File: config.mk
export PLATFORM = sky130hd
export DESIGN_NAME = video_block_edge_filter
export DESIGN_NICKNAME = d
export VERILOG_FILES = /design/src/rtl/vbef_pkg.sv /design/src/rtl/vbef_lane.sv /design/src/rtl/vbef_merge.sv /design/src/rtl/video_block_edge_filter.sv
export VERILOG_INCLUDE_DIRS = /design/src /design/src/rtl
export SDC_FILE = /design/constraint.sdc
export NUM_CORES = 2
export LEC_CHECK = 0
export ABC_AREA = 1
export BUFFER_PORTS_ARGS = -buffer_cell sky130_fd_sc_hd__buf_2
export CAP_MARGIN = 20
export CORE_ASPECT_RATIO = 1.4
export CORE_MARGIN = 2
export CORE_UTILIZATION = 55
export DETAILED_ROUTE_END_ITERATION = 6
export PLACE_DENSITY = 0.71
export SETUP_SLACK_MARGIN = 0.5
export SYNTH_ARGS = -nofsm -noshare
export SYNTH_HDL_FRONTEND = slang
export SYNTH_SLANG_ARGS = --single-unit
File: constraint.sdc
create_clock -name i_clk -period 9.25 [get_ports i_clk]
set_input_delay 1.3875 -clock i_clk [delete_from_list [all_inputs] [get_ports i_clk]]
set_output_delay 1.3875 -clock i_clk [all_outputs]
set_load 0.005 [all_outputs]
File: src/rtl/video_block_edge_filter_macros.svh
// Assertion macros used by the edge filter top level.
`ifndef VIDEO_BLOCK_EDGE_FILTER_MACROS_SVH
`define VIDEO_BLOCK_EDGE_FILTER_MACROS_SVH

// Property checked outside of reset.
`define VBEF_ASSERT(lbl, clk, rst_n, prop, msg) \
    lbl: assert property (@(posedge clk) disable iff (!rst_n) prop) else $error(msg);

// Property checked on every edge, reset included.
`define VBEF_ASSERT_ALWAYS(lbl, clk, prop, msg) \
    lbl: assert property (@(posedge clk) prop) else $error(msg);

`endif

File: src/rtl/vbef_pkg.sv
package vbef_pkg;

    localparam int PIX_W       = 8;
    localparam int QP_W        = 5;
    localparam int MAX_LANES   = 8;
    localparam int DEF_LANES   = 8;
    localparam int ROW_W       = MAX_LANES * PIX_W;
    localparam int T_W         = 9;
    // quantizer followed by four rows, padded to whole bytes
    localparam int IN_TDATA_W  = ((QP_W + 4 * ROW_W + 7) / 8) * 8;
    localparam int OUT_TDATA_W = 2 * ROW_W;

    typedef logic [PIX_W-1:0] t_pixel;
    typedef logic [QP_W-1:0]  t_qp;

    typedef enum logic {
        MODE_DEBLOCK = 1'b0,
        MODE_RRU     = 1'b1
    } t_filter_mode;

    // Per-item controls for the second lane stage.
    typedef struct packed {
        t_filter_mode mode;
        t_qp          qp;
    } t_s2_ctl;

    // Output register controls.
    typedef struct packed {
        logic load;
        logic taken;
    } t_out_ctl;

endpackage

File: src/rtl/vbef_lane.sv
module vbef_lane (
    input  logic              i_clk,
    input  logic              i_load,
    input  vbef_pkg::t_pixel  i_a,
    input  vbef_pkg::t_pixel  i_b,
    input  vbef_pkg::t_pixel  i_c,
    input  vbef_pkg::t_pixel  i_d,
    input  vbef_pkg::t_s2_ctl i_ctl,
    output vbef_pkg::t_pixel  o_before,
    output vbef_pkg::t_pixel  o_after
);
    import vbef_pkg::*;

    logic [12:0]    w_sum;
    logic [T_W-1:0] n_t;
    logic [T_W-1:0] r_t;
    t_pixel         r_b;
    t_pixel         r_c;

    logic           w_neg;
    logic [7:0]     w_mag;
    logic [QP_W-1:0] w_r;
    logic [9:0]     w_k;
    logic [9:0]     w_nb;
    logic [9:0]     w_nc;
    logic [9:0]     w_rb;
    logic [9:0]     w_rc;

    function automatic t_pixel clip_pixel(input logic [9:0] v);
        t_pixel res;
        if (v[9]) begin
            res = '0;
        end else if (v[8]) begin
            res = '1;
        end else begin
            res = v[7:0];
        end
        return res;
    endfunction

    // 3A - 8B + 8C - 3D fits 13 bits two's complement; the floor shift by
    // four is then just the upper bits.
    assign w_sum = {5'b0, i_a} + {4'b0, i_a, 1'b0} + {2'b0, i_c, 3'b0}
                 - {2'b0, i_b, 3'b0} - {5'b0, i_d} - {4'b0, i_d, 1'b0};
    assign n_t   = w_sum[12:4];

    always_ff @(posedge i_clk) begin
        if (i_load) begin
            r_t <= n_t;
            r_b <= i_b;
            r_c <= i_c;
        end
    end

    assign w_neg = r_t[T_W-1];
    assign w_mag = w_neg ? 8'(~r_t + 9'd1) : r_t[7:0];

    always_comb begin
        if ({1'b0, w_mag, 1'b0} <= {5'b0, i_ctl.qp}) begin
            w_r = w_mag[QP_W-1:0];
        end else if ({1'b0, w_mag} <= {4'b0, i_ctl.qp}) begin
            w_r = i_ctl.qp - w_mag[QP_W-1:0];
        end else begin
            w_r = '0;
        end
    end

    assign w_k  = w_neg ? (10'd0 - {5'b0, w_r}) : {5'b0, w_r};
    assign w_nb = {2'b0, r_b} + w_k;
    assign w_nc = {2'b0, r_c} - w_k;
    assign w_rb = {2'b0, r_b} + {1'b0, r_b, 1'b0} + {2'b0, r_c} + 10'd2;
    assign w_rc = {2'b0, r_c} + {1'b0, r_c, 1'b0} + {2'b0, r_b} + 10'd2;

    always_comb begin
        if (i_ctl.mode == MODE_RRU) begin
            o_before = w_rb[9:2];
            o_after  = w_rc[9:2];
        end else begin
            o_before = clip_pixel(w_nb);
            o_after  = clip_pixel(w_nc);
        end
    end

endmodule

File: src/rtl/vbef_merge.sv
module vbef_merge #(
    parameter int LANES = vbef_pkg::MAX_LANES
) (
    input  logic                               i_clk,
    input  logic                               i_rst_n,
    input  vbef_pkg::t_out_ctl                 i_ctl,
    input  vbef_pkg::t_pixel [LANES-1:0]       i_before,
    input  vbef_pkg::t_pixel [LANES-1:0]       i_after,
    output logic                               o_valid,
    output logic [vbef_pkg::OUT_TDATA_W-1:0]   o_data
);
    import vbef_pkg::*;

    logic [ROW_W-1:0] w_before_row;
    logic [ROW_W-1:0] w_after_row;
    logic             r_valid;
    logic             n_valid;
    logic [OUT_TDATA_W-1:0] r_data;

    // Lanes past the configured count read as zero.
    for (genvar i = 0; i < MAX_LANES; i++) begin : g_pack
        if (i < LANES) begin : g_used
            assign w_before_row[i*PIX_W +: PIX_W] = i_before[i];
            assign w_after_row[i*PIX_W +: PIX_W]  = i_after[i];
        end else begin : g_unused
            assign w_before_row[i*PIX_W +: PIX_W] = '0;
            assign w_after_row[i*PIX_W +: PIX_W]  = '0;
        end
    end

    always_comb begin
        n_valid = r_valid;
        if (i_ctl.load) begin
            n_valid = 1'b1;
        end else if (i_ctl.taken) begin
            n_valid = 1'b0;
        end
    end

    always_ff @(posedge i_clk) begin
        if (!i_rst_n) begin
            r_valid <= 1'b0;
        end else begin
            r_valid <= n_valid;
        end
    end

    always_ff @(posedge i_clk) begin
        if (i_ctl.load) begin
            r_data <= {w_after_row, w_before_row};
        end
    end

    assign o_valid = r_valid;
    assign o_data  = r_data;

endmodule

File: src/rtl/video_block_edge_filter.sv
// Block-edge smoothing filter, eight pixel lanes across one block edge.
// Input stream (s_axis): one transaction carries the quantizer and four
// pixel rows: two before the edge and two after it, one byte per lane.
// Output stream (m_axis): the two rows next to the edge, filtered.
// Config channel (i_cfg_*): one mode bit, 0 selects the quantizer-based
// deblocking filter, 1 selects reduced-resolution smoothing. Write it only
// while no transaction is in flight; o_cfg_ready is always high.
// The pipeline has two register stages: the lanes register the edge gradient
// and the merge stage registers the packed rows. An accepted transaction fills
// the lane registers first, then the output register behind m_axis_tvalid.
// Throughput is one transaction per cycle while m_axis_tready stays high; every
// lane works on its own pixel in parallel and nothing is iterated.
// Reset clears the mode to deblocking and empties both pipeline stages.
// When the receiver stalls, the output register holds its data and the
// first stage still fills, so two transactions are buffered before
// s_axis_tready drops.
module video_block_edge_filter #(
    parameter int LANES = vbef_pkg::DEF_LANES
) (
    input  logic                             i_clk,
    input  logic                             i_rst_n,
    input  logic                             i_cfg_valid,
    output logic                             o_cfg_ready,
    input  logic                             i_cfg_data,      // filter_mode
    input  logic                             s_axis_tvalid,
    output logic                             s_axis_tready,
    // quantizer[4:0], outer_before_row, near_before_row, near_after_row,
    // outer_after_row, zero pad
    input  logic [vbef_pkg::IN_TDATA_W-1:0]  s_axis_tdata,
    output logic                             m_axis_tvalid,
    input  logic                             m_axis_tready,
    // filtered_before_row[63:0], filtered_after_row[127:64]
    output logic [vbef_pkg::OUT_TDATA_W-1:0] m_axis_tdata
);
    import vbef_pkg::*;
    `include "video_block_edge_filter_macros.svh"

    localparam int ACT_LANES = (LANES > MAX_LANES) ? MAX_LANES : LANES;
    localparam int A_LO = QP_W;
    localparam int B_LO = QP_W + ROW_W;
    localparam int C_LO = QP_W + 2 * ROW_W;
    localparam int D_LO = QP_W + 3 * ROW_W;

    t_filter_mode r_mode;
    logic         r_s1_valid;
    logic         n_s1_valid;
    t_s2_ctl      r_s2_ctl;
    logic         w_out_ready;
    logic         w_s1_load;
    logic         w_in_fire;
    logic         w_busy;
    logic         w_s1_stall;
    logic         w_out_held;
    t_out_ctl     w_out_ctl;
    t_pixel [ACT_LANES-1:0] w_before;
    t_pixel [ACT_LANES-1:0] w_after;

    assign o_cfg_ready = 1'b1;

    always_ff @(posedge i_clk) begin
        if (!i_rst_n) begin
            r_mode <= MODE_DEBLOCK;
        end else if (i_cfg_valid) begin
            r_mode <= t_filter_mode'(i_cfg_data);
        end
    end

    assign w_out_ready   = !m_axis_tvalid || m_axis_tready;
    assign s_axis_tready = !r_s1_valid || w_out_ready;
    assign w_in_fire     = s_axis_tvalid && s_axis_tready;
    assign w_s1_load     = w_in_fire;

    assign w_out_ctl.load  = r_s1_valid && w_out_ready;
    assign w_out_ctl.taken = m_axis_tvalid && m_axis_tready;

    assign w_busy     = r_s1_valid || m_axis_tvalid;
    assign w_s1_stall = r_s1_valid && !w_out_ready;
    assign w_out_held = m_axis_tvalid && !m_axis_tready;

    always_comb begin
        n_s1_valid = r_s1_valid;
        if (w_in_fire) begin
            n_s1_valid = 1'b1;
        end else if (w_out_ctl.load) begin
            n_s1_valid = 1'b0;
        end
    end

    always_ff @(posedge i_clk) begin
        if (!i_rst_n) begin
            r_s1_valid <= 1'b0;
        end else begin
            r_s1_valid <= n_s1_valid;
        end
    end

    always_ff @(posedge i_clk) begin
        if (w_s1_load) begin
            r_s2_ctl.mode <= r_mode;
            r_s2_ctl.qp   <= s_axis_tdata[QP_W-1:0];
        end
    end

    for (genvar i = 0; i < ACT_LANES; i++) begin : g_lane
        vbef_lane u_lane (
            .i_clk    (i_clk),
            .i_load   (w_s1_load),
            .i_a      (s_axis_tdata[A_LO + i*PIX_W +: PIX_W]),
            .i_b      (s_axis_tdata[B_LO + i*PIX_W +: PIX_W]),
            .i_c      (s_axis_tdata[C_LO + i*PIX_W +: PIX_W]),
            .i_d      (s_axis_tdata[D_LO + i*PIX_W +: PIX_W]),
            .i_ctl    (r_s2_ctl),
            .o_before (w_before[i]),
            .o_after  (w_after[i])
        );
    end

    vbef_merge #(
        .LANES (ACT_LANES)
    ) u_merge (
        .i_clk    (i_clk),
        .i_rst_n  (i_rst_n),
        .i_ctl    (w_out_ctl),
        .i_before (w_before),
        .i_after  (w_after),
        .o_valid  (m_axis_tvalid),
        .o_data   (m_axis_tdata)
    );

    `VBEF_ASSERT_ALWAYS(a_reset_empty, i_clk, !i_rst_n |=> !w_busy, "pipeline busy after reset")
    `VBEF_ASSERT(a_accept_fills, i_clk, i_rst_n, w_in_fire |=> r_s1_valid, "transaction lost")
    `VBEF_ASSERT(a_stall_holds, i_clk, i_rst_n, w_s1_stall |=> $stable(r_s2_ctl), "stage moved")
    `VBEF_ASSERT(a_out_holds, i_clk, i_rst_n, w_out_held |=> $stable(m_axis_tdata), "data moved")

endmodule
==> flow_summary_export.csv <==
group,metric,value,unit
worst_setup_path,worstPathRequired,9700,ps
logic_synthesis,synth_edf_count,334,
logic_synthesis,post_synth_num_cell_types,56,
grt,first_global_vias,31800,
sta,fmax,159,MHz
logic_synthesis,synthFlopType,"edfxtp_1",
worst_setup_path,cp-start-kind,"flip-flop",
worst_setup_path,cp.arrival,6750,ps
sta,drv_slew,0,
die,core_region_area,72500,um^2
cts,tritoncts.num_buffers,39,
grt,grt_max_degree,93,
cts,cts_root_buf,"clkbuf_16",
power,power_density,369,nW/um^2
sta,tns,0,ps
sta,rsz0062_at_grt,"false",
sta,finalHoldViolCount,0,
finish,multi_input_area,26900,um^2
worst_setup_path,worstReg2RegStart,"r_s2_ctl[2]",
drt,wl_met2,50200,um
drt,dr.max_layer_used,"met5",
power,p_leak,22.7,nW
cts,clock_path_buffers,3,
sta,finClkSkew,17.6,ps
drt,drt_iter0_drc,1294,
cts,clk_latency,580,ps
logic_synthesis,synth_area_per_cell,8.57,um^2
logic_synthesis,yosys_warnings,0,
cts,path_clk_slew,70,ps
sta,setup_viol,0,
cts,cts-resized-gates,0,
drt,via_count,31900,
worst_setup_path,rr_endpoint,"u_merge.o_data[112]",
drt,firstDrtPassIters,5,
die,chipWidth,232,um
worst_setup_path,end_kind,"flip-flop",
worst_setup_path,crit_fanout,16,
cts,h-tree-depth,2,
cts,cts_hold_buffers,0,
placed_design,gp_congestion,0.923,
worst_setup_path,r2r_slack,2950,ps
finish,fillers,6378,
finish,drive_gt1_share,12.3,%
power,peakVddDrop,0.000167,V
cts,post-cts-setup-buffers,0,
logic_synthesis,synth_top_area_cell,"edfxtp_1",
die,ios,401,
cts,cts_sinks,337,
drt,wl_met1,36700,um
sta,whs,433,ps
placed_design,port_buffers,396,
finish,fin_nets,6280,
sta,fin_crit_sh,68.1,%
drt,routedWlPerCell,15.5,um
worst_hold_path,hold_path_end,"r_s2_ctl[5]",
grt,grt_pass1_wl,153000,um
outcome,status,"finished, final reports clean",
die,rows,117,
flow_run,cap_viol_max_count,0,
placed_design,dpl.hpwl,77100,um
grt,antenna_found_initial,17,
worst_setup_path,rr_worst_depth,27,
drt,drc,0,
grt,gr-usage-all-layers,25.4,%
logic_synthesis,synth-async-reset-ratio,0,%
drt,wl_met3,3980,um
drt,vias_per_cell,5.24,
placed_design,place_area,43300,um^2
die,start_util,55.4,%
finish,register_area,10100,um^2
cts,cts_tree,"built",
worst_hold_path,hold_class,"flip-flop to flip-flop",
logic_synthesis,ys_top_cells_by_count,"nand2_1, inv_1, ha_1",
logic_synthesis,synth_top_area_share,25.0,%
worst_hold_path,hp-start,"r_mode",
logic_synthesis,synth_area_leaders,"edfxtp_1, ha_1, fa_1, nand2_1, inv_1",
grt,overflow,0,
drt,totalWireLength,94400,um
logic_synthesis,yosys.cell_count.top_type,"nand2_1",
logic_synthesis,synthCells,4682,
logic_synthesis,synth_seq_cells,337,
sta,max-slew-margin-rel,30.9,%
worst_hold_path,whs_path_depth,0,
power,power,16.5,mW
finish,syn2layout_area_growth,11.3,%
logic_synthesis,syn_nets,5862,
logic_synthesis,synth.cell_area,40100,um^2
die,die-area,75200,um^2
die,die_h,324,um
worst_setup_path,path_class,"flip-flop to flip-flop",
finish,fin_area,44700,um^2
logic_synthesis,ys_seq_area_share,25.1,%
sta,worst_pin_slew,1040,ps
drt,ant_nets,0,
sta,layout_min_cycle_time,6300,ps
layer usage:
layer / track usage [%] / vias up
li1: - / 16200
met1: 28.5 / 14900
met2: 48.2 / 637
met3: 3.19 / 181
met4: 9.96 / 6
met5: 0 / -
layout make-up:
type	instances	share of cell area [%]
clock inverter	26	0.734
clock buffer	43	2.31
inverter	795	6.71
multi-input combinational	3520	60.3
antenna	14	0.0784
timing repair buffer	407	4.62
tap	952	2.67
sequential	337	22.6
worst max-delay path: stages (launching register included):
cell and delay (ps):
edfxtp_1 800, inv_1 640, ha_1 550, and3_1 220, nand2_1 60, nand2_1 50
nand2_1 50, nand2_1 60, inv_2 70, nand3_1 110, o21ai_2 290, inv_2 90
ha_1 270, or2_2 280, o21ai_0 260, inv_1 200, fa_1 470, o21ai_0 270
and2_1 170, o21ai_0 110, a21boi_0 230, or2_2 150, nand2_1 40, nand2_1 80
nand3_1 270, nand3_1 200, nand2_1 90, nand2_1 70
state kept, by name (all words and copies together), names as in the netlist:
name	cells
u_merge.o_data	128
g_lane.u_lane.r_t	72
g_lane.u_lane.r_b	64
g_lane.u_lane.r_c	64
r_s2_ctl	6
r_mode	1
r_s1_valid	1
u_merge.o_valid	1
worst max-delay path by stage:
stage | slack (ps) | to | startpoint | cells past startpoint
2_1_floorplan | 1010 | u_merge.o_data[0] | m_axis_tready | 2
3_5_place_dp | 2870 | u_merge.o_data[112] | r_s2_ctl[2] | 26
4_1_cts | 2820 | u_merge.o_data[112] | r_s2_ctl[2] | 26
6_report | 2950 | u_merge.o_data[112] | r_s2_ctl[2] | 27
3_3_place_gp | 2990 | u_merge.o_data[112] | r_s2_ctl[2] | 27
5_1_grt | 2370 | u_merge.o_data[113] | r_s2_ctl[2] | 25
where the power goes:
group / switching (mW) / internal (mW) / total, mW
registers: 0.308 / 2.55 / 2.86
logic: 7.27 / 4.68 / 11.9
clock network: 0.686 / 1.00 / 1.69
total: 8.27 / 8.23 / 16.5
cells by family after synthesis:
kind of cell	count (synthesis)	synth area share, %
buf+inv	825	7.83
other cells	1	0.00934
compound gates	659	8.95
flops	337	25.1
xor+xnor	267	5.83
fa+ha+maj	910	33.6
simple gates	1683	18.6
per-stage QoR:
stage,utilization [%],std cells,setup slack [ps]
after floorplan,-,4682,1010
after global placement,59.7,6011,2990
after detailed placement,59.7,6011,2870
after CTS,61.6,6080,2820
after global routing,61.6,6089,2370
final,61.6,6094,2950
placed cells by master, fill, tap and decap left out, drive strengths merged, types with 2 or more instances in the layout:
cell type and count:
nor3 5, buf 407, o21a 10, nand2 1018, and3 3, nand3 309
edfxtp 334, nor2b 2, a41o 6, xnor2 93, a21oi 331, nand3b 23
o21bai 20, diode 14, clkinvlp 6, nor2 261, fa 280, o31ai 13
o221ai 6, o2111ai 3, ha 630, bufinv 7, nor3b 2, a21boi 2
nand4 30, clkinv 14, clkbuf 43, inv 794, and2 6, o21ai 243
dfxtp 3, a211oi 4, xor2 174, or2 23, a21o 18
Note: power is estimated with default switching activity, not from simulation.
